===== config.mk =====
export PLATFORM = sky130hd
export DESIGN_NAME = fcd_queue
export DESIGN_NICKNAME = d
export VERILOG_FILES = /design/src/design/fcd_pkg.sv /design/src/design/fcd_queue.sv
export SDC_FILE = /design/constraint.sdc
export NUM_CORES = 1
export LEC_CHECK = 0
export BUFFER_PORTS_ARGS = -buffer_cell sky130_fd_sc_hd__clkbuf_2
export CAP_MARGIN = 20
export CORE_MARGIN = 3
export CORE_UTILIZATION = 50
export DETAILED_ROUTE_END_ITERATION = 10
export PLACE_DENSITY = 0.76
export SYNTH_ARGS = -nofsm -noshare
export SYNTH_HDL_FRONTEND = slang
export SYNTH_SLANG_ARGS = --single-unit

===== constraint.sdc =====
create_clock -name clk -period 2.9 [get_ports clk]
set_input_delay 0.29 -clock clk [delete_from_list [all_inputs] [get_ports clk]]
set_output_delay 0.29 -clock clk [all_outputs]
set_load 0.02 [all_outputs]

===== src/design/fcd_pkg.sv =====
// ----------------------------------------------------------------------------
// fcd_pkg
// Shared types, constants and helper functions of the fault code display
// controller: fault levels, display characters, register indexes.
// ----------------------------------------------------------------------------
`default_nettype none

package fcd_pkg;

	// field widths
	localparam int FAULT_W         = 64;
	localparam int GENERAL_W       = 32;
	localparam int LEVEL_W         = 3;
	localparam int CHAR_W          = 8;
	localparam int IDX_W           = 6;
	localparam int HOLD_W          = 8;
	localparam int STEP_W          = 20;
	localparam int IDLE_COUNT_BITS = 20;

	// configuration port
	localparam int CFG_IDX_W  = 1;
	localparam int CFG_DATA_W = 20;
	localparam logic [CFG_IDX_W-1:0] CFG_HOLD_TICKS = CFG_IDX_W'(0);
	localparam logic [CFG_IDX_W-1:0] CFG_IDLE_STEP  = CFG_IDX_W'(1);

	localparam logic [HOLD_W-1:0] HOLD_TICKS_RST = HOLD_W'(10);
	localparam logic [STEP_W-1:0] IDLE_STEP_RST  = STEP_W'(500);

	// fault levels
	localparam logic [LEVEL_W-1:0] LVL_NONE     = LEVEL_W'(0);
	localparam logic [LEVEL_W-1:0] LVL_CPU      = LEVEL_W'(1);
	localparam logic [LEVEL_W-1:0] LVL_STATION  = LEVEL_W'(2);
	localparam logic [LEVEL_W-1:0] LVL_PLATFORM = LEVEL_W'(3);
	localparam logic [LEVEL_W-1:0] LVL_WARNING  = LEVEL_W'(4);
	localparam logic [LEVEL_W-1:0] LVL_GENERAL  = LEVEL_W'(5);

	// code offsets per fault source, all whole hundreds
	localparam int OFFSET_CPU      = 400;
	localparam int OFFSET_STATION  = 300;
	localparam int OFFSET_PLATFORM = 200;
	localparam int HUND_CPU        = OFFSET_CPU / 100;
	localparam int HUND_STATION    = OFFSET_STATION / 100;
	localparam int HUND_PLATFORM   = OFFSET_PLATFORM / 100;

	// characters
	localparam logic [CHAR_W-1:0] CH_ZERO   = 8'h30;
	localparam logic [CHAR_W-1:0] CH_A      = 8'h41;
	localparam logic [CHAR_W-1:0] CH_E      = 8'h45;
	localparam logic [CHAR_W-1:0] CH_W      = 8'h57;
	localparam logic [CHAR_W-1:0] CH_DOLLAR = 8'h24;
	localparam logic [CHAR_W-1:0] CH_EQUAL  = 8'h3D;

	typedef logic [3:0][CHAR_W-1:0] code_t;

	localparam code_t CODE_IDLE = {CH_EQUAL, CH_EQUAL, CH_EQUAL, CH_DOLLAR};

	typedef struct packed {
		logic [LEVEL_W-1:0] level;
		code_t              code;
	} fcd_entry_t;

	// index of the lowest set bit; 63 when nothing is set
	function automatic logic [IDX_W-1:0] lowest_set_idx(input logic [FAULT_W-1:0] v);
		logic [FAULT_W-1:0] iso;
		logic [IDX_W-1:0]   idx;
		iso = v & (~v + FAULT_W'(1));
		for (int b = 0; b < IDX_W; b++) begin
			idx[b] = 1'b0;
			for (int i = 0; i < FAULT_W; i++) begin
				if (((i >> b) & 1) == 1) begin
					idx[b] = idx[b] | iso[i];
				end
			end
		end
		if (v == '0) begin
			idx = '1;
		end
		return idx;
	endfunction

	// three decimal characters for hundreds digit plus a 0..63 index
	function automatic logic [2:0][CHAR_W-1:0] dec_chars(input logic [3:0] hund,
			input logic [IDX_W-1:0] idx);
		logic [IDX_W+7:0] prod;
		logic [3:0]       tens;
		logic [3:0]       ones;
		// x * 205 >> 11 equals x / 10 for small x
		prod = (IDX_W + 8)'(idx) * (IDX_W + 8)'(205);
		tens = 4'(prod >> 11);
		ones = 4'(idx - IDX_W'(tens) * IDX_W'(10));
		return {CH_ZERO + 8'(ones), CH_ZERO + 8'(tens), CH_ZERO + 8'(hund)};
	endfunction

endpackage

`default_nettype wire


===== src/design/fcd_queue.sv =====
// ----------------------------------------------------------------------------
// fcd_queue
// Two-entry queue between the classifier and the display sequencer.
// ----------------------------------------------------------------------------
`default_nettype none

module fcd_queue
	import fcd_pkg::*;
(
	input  wire logic       clk,
	input  wire logic       arst_n,
	input  wire logic       push,
	input  wire fcd_entry_t wr_entry,
	output logic            full,
	output logic            rd_valid,
	input  wire logic       pop,
	output fcd_entry_t      rd_entry
);

	fcd_entry_t mem_q [2];
	logic       wr_ptr_q;
	logic       rd_ptr_q;
	logic [1:0] count_q;

	assign full     = (count_q == 2'd2);
	assign rd_valid = (count_q != 2'd0);
	assign rd_entry = mem_q[rd_ptr_q];

	always_ff @(posedge clk) begin
		if (push) begin
			mem_q[wr_ptr_q] <= wr_entry;
		end
	end

	always_ff @(posedge clk or negedge arst_n) begin
		if (!arst_n) begin
			wr_ptr_q <= 1'b0;
			rd_ptr_q <= 1'b0;
			count_q  <= 2'd0;
		end else begin
			if (push) begin
				wr_ptr_q <= !wr_ptr_q;
			end
			if (pop) begin
				rd_ptr_q <= !rd_ptr_q;
			end
			if (push && !pop) begin
				count_q <= count_q + 2'd1;
			end else if (pop && !push) begin
				count_q <= count_q - 2'd1;
			end
		end
	end

endmodule

`default_nettype wire


==> qor.yml <==
grt_max_degree: 36
cp-end-kind: "output pin"
yosys-top-cells-area: "edfxtp_1, mux2_4, dfrtp_1"
die_x_microns: 81.7
path_delay_family: "buffers and inverters"
wirelength_microns: 4500
crit_arrival_ns: 1.55
hold_path.class: "in2reg"
worst_path_max_delay_cell: "mux2_2"
diodes: 0
skew_ns: 0.00458
ys_seq_area_share_pct: 76.9
grt_pass1_wl_microns: 7080
grt_usage_pct: 14.8
setup_viol: 0
gp_congestion: 0.686
placementRows: 26
clk_path_buf_depth: 2
max_slew_margin_pct: 34.0
cts_sinks: 74
rsz0062_at_grt: "no"
layout_commonest_cell: "clkbuf_2"
grt_antenna_before_repair: 0
ios: 76
vdd_drop_max_uv: 608
critPathMaxFanout: 19
p_leak_nw: 1.42
tightest_slew_ns: 0.987
max_cap_violations: 0
drt_pass1_iterations: 4
viasPerCell: 4.82
reg2reg_from: "wr_ptr_q"
drive_gt1_share_pct: 59.1
cts_setup_buffers: 0
core_sq_um: 5340
fmax_ghz: 0.544
syn_to_final_growth_pct: 20.2
routedWlPerCell_microns: 15.8
fin_nets: 250
critical_path.cell_chain: "buf_4, mux2_2, clkbuf_2"
slew_viol_final: 0
io_buffers: 75
cts_tree: "built"
syn_area_per_cell_sq_um: 22.9
hold-worst-slack_ns: 0.158
crit_start: "rd_ptr_q"
initial_core_util_pct: 53.7
synth_top_area_share_pct: 73.4
clock-root-buffer: "clkbuf_8"
worstSetupPathDepth: 3
die_height_microns: 81.7
place_hpwl_microns: 3030
crit_end: "rd_entry[31]"
r2r_slack_ns: 1.26
period_minus_slack_ns: 1.84
yosysTopAreaCell: "edfxtp_1"
synth_cell_types: 14
final_cell_mix: "clkbuf_2, edfxtp_1, mux2_4"
r2r-end: "mem_q[0][8]"
yosys_warnings: 0
drtAntennaViolNets: 0
cpPeakStageDelay_ns: 0.38
dp_cells: 268
drc: 0
status: "complete, no violations"
crit_required_ns: 2.61
dieArea_sq_um: 6670
grt_pass1_vias: 1497
synth_area_sq_um: 2870
power-per-cell-area_nw_per_um2: 970
tns_ns: 0
crit_buf_inv: 2
clk_latency_ns: 0.32
syn-num-nets: 165
clkTransAtPathRegs_ns: 0.07
synth-seq-cells: 74
start_kind: "register"
r2r_cells: 1
stdcell_count: 285
vias: 1374
cts_buffers: 9
finalCritPeriodShare_pct: 63.4
synthCells: 125
holdPathStages: 1
critical_path_class: "reg2out"
drtIter0Drc: 51
cts-htree-levels: 3
finalHoldViolCount: 0
overflow: 0
per-layer routing:
layer  vias to the layer above  share of wire, %  global-route usage [%]  wire [microns]
li1                        658                 -                       -               -
met1                       657                39                    16.8            1750
met2                        55                53                    25.8            2390
met3                         4               7.3                    4.17             330
met4                         0              0.76                    6.98              34
met5                         -                 0                       0               0
cells in the mapped netlist:
| cell | number |
|---|---|
| edfxtp_1 | 70 |
| mux2_4 | 29 |
| mux2_2 | 6 |
| dfrtp_1 | 4 |
| xor2_1 | 4 |
| buf_12 | 3 |
| nor2b_1 | 2 |
| and2_1 | 1 |
| buf_6 | 1 |
| ha_1 | 1 |
| inv_1 | 1 |
| nor2_1 | 1 |
| or2_2 | 1 |
| xnor2_1 | 1 |
logic make-up after synthesis:
| logic type | share of synthesized area, % |
|---|---|
| xor+xnor | 1.53 |
| fa+ha+maj | 0.437 |
| buf+inv | 2.62 |
| flops | 76.9 |
| mux | 17.6 |
| simple gates | 1.00 |
flip-flops by register name (all words and copies together) (netlist names):
signal    flops
mem_q        70
count_q       2
rd_ptr_q      1
wr_ptr_q      1
layout make-up:
cell class,count,area [sq um]
Fill cell,397,1890
Tap cell,70,87.6
Clock buffer,11,131
Inverter,1,3.75
Clock inverter,5,21.3
Timing Repair Buffer,78,400
Sequential cell,74,2200
Multi-Input combinational cell,46,597
repair_timing:
action | in CTS | in global routing
setup endpoints to repair | 0 | 0
resized for setup | 0 | 0
endpoints found under the hold margin | 4 | 0
hold buffers | 1 | 0
metrics by stage:
stage	setup WS [ns]	instance area [sq um]	utilization [%]	power, mW
2_1_floorplan	0.495	2870	-	2.50
3_3_place_gp	1.29	3280	61.5	2.72
3_5_place_dp	1.21	3280	61.5	2.75
4_1_cts	1.03	3440	64.6	3.38
5_1_grt	0.983	3440	64.6	3.52
6_report	1.06	3440	64.6	3.34
worst min-delay path by stage:
| stage | start | endpoint | slack [ns] |
|---|---|---|---|
| finish | wr_entry[23] | mem_q[0][23] | 0.16 |
| global route | wr_entry[32] | mem_q[0][32] | 0.14 |
| CTS | wr_entry[23] | mem_q[0][23] | 0.14 |
| detailed placement | arst_n | count_q[0] | 0.11 |
| global placement | arst_n | wr_ptr_q | 0.1 |
| floorplan | arst_n | count_q[0] | -0.006 |
power breakdown:
group | internal (mW) | switching [mW] | leakage (nW)
sequential | 1.43 | 0.0772 | 0.703
clock | 0.300 | 0.324 | 0.0796
combinational | 0.535 | 0.676 | 0.638
total | 2.26 | 1.08 | 1.42
(Power assumes the default switching activity.)
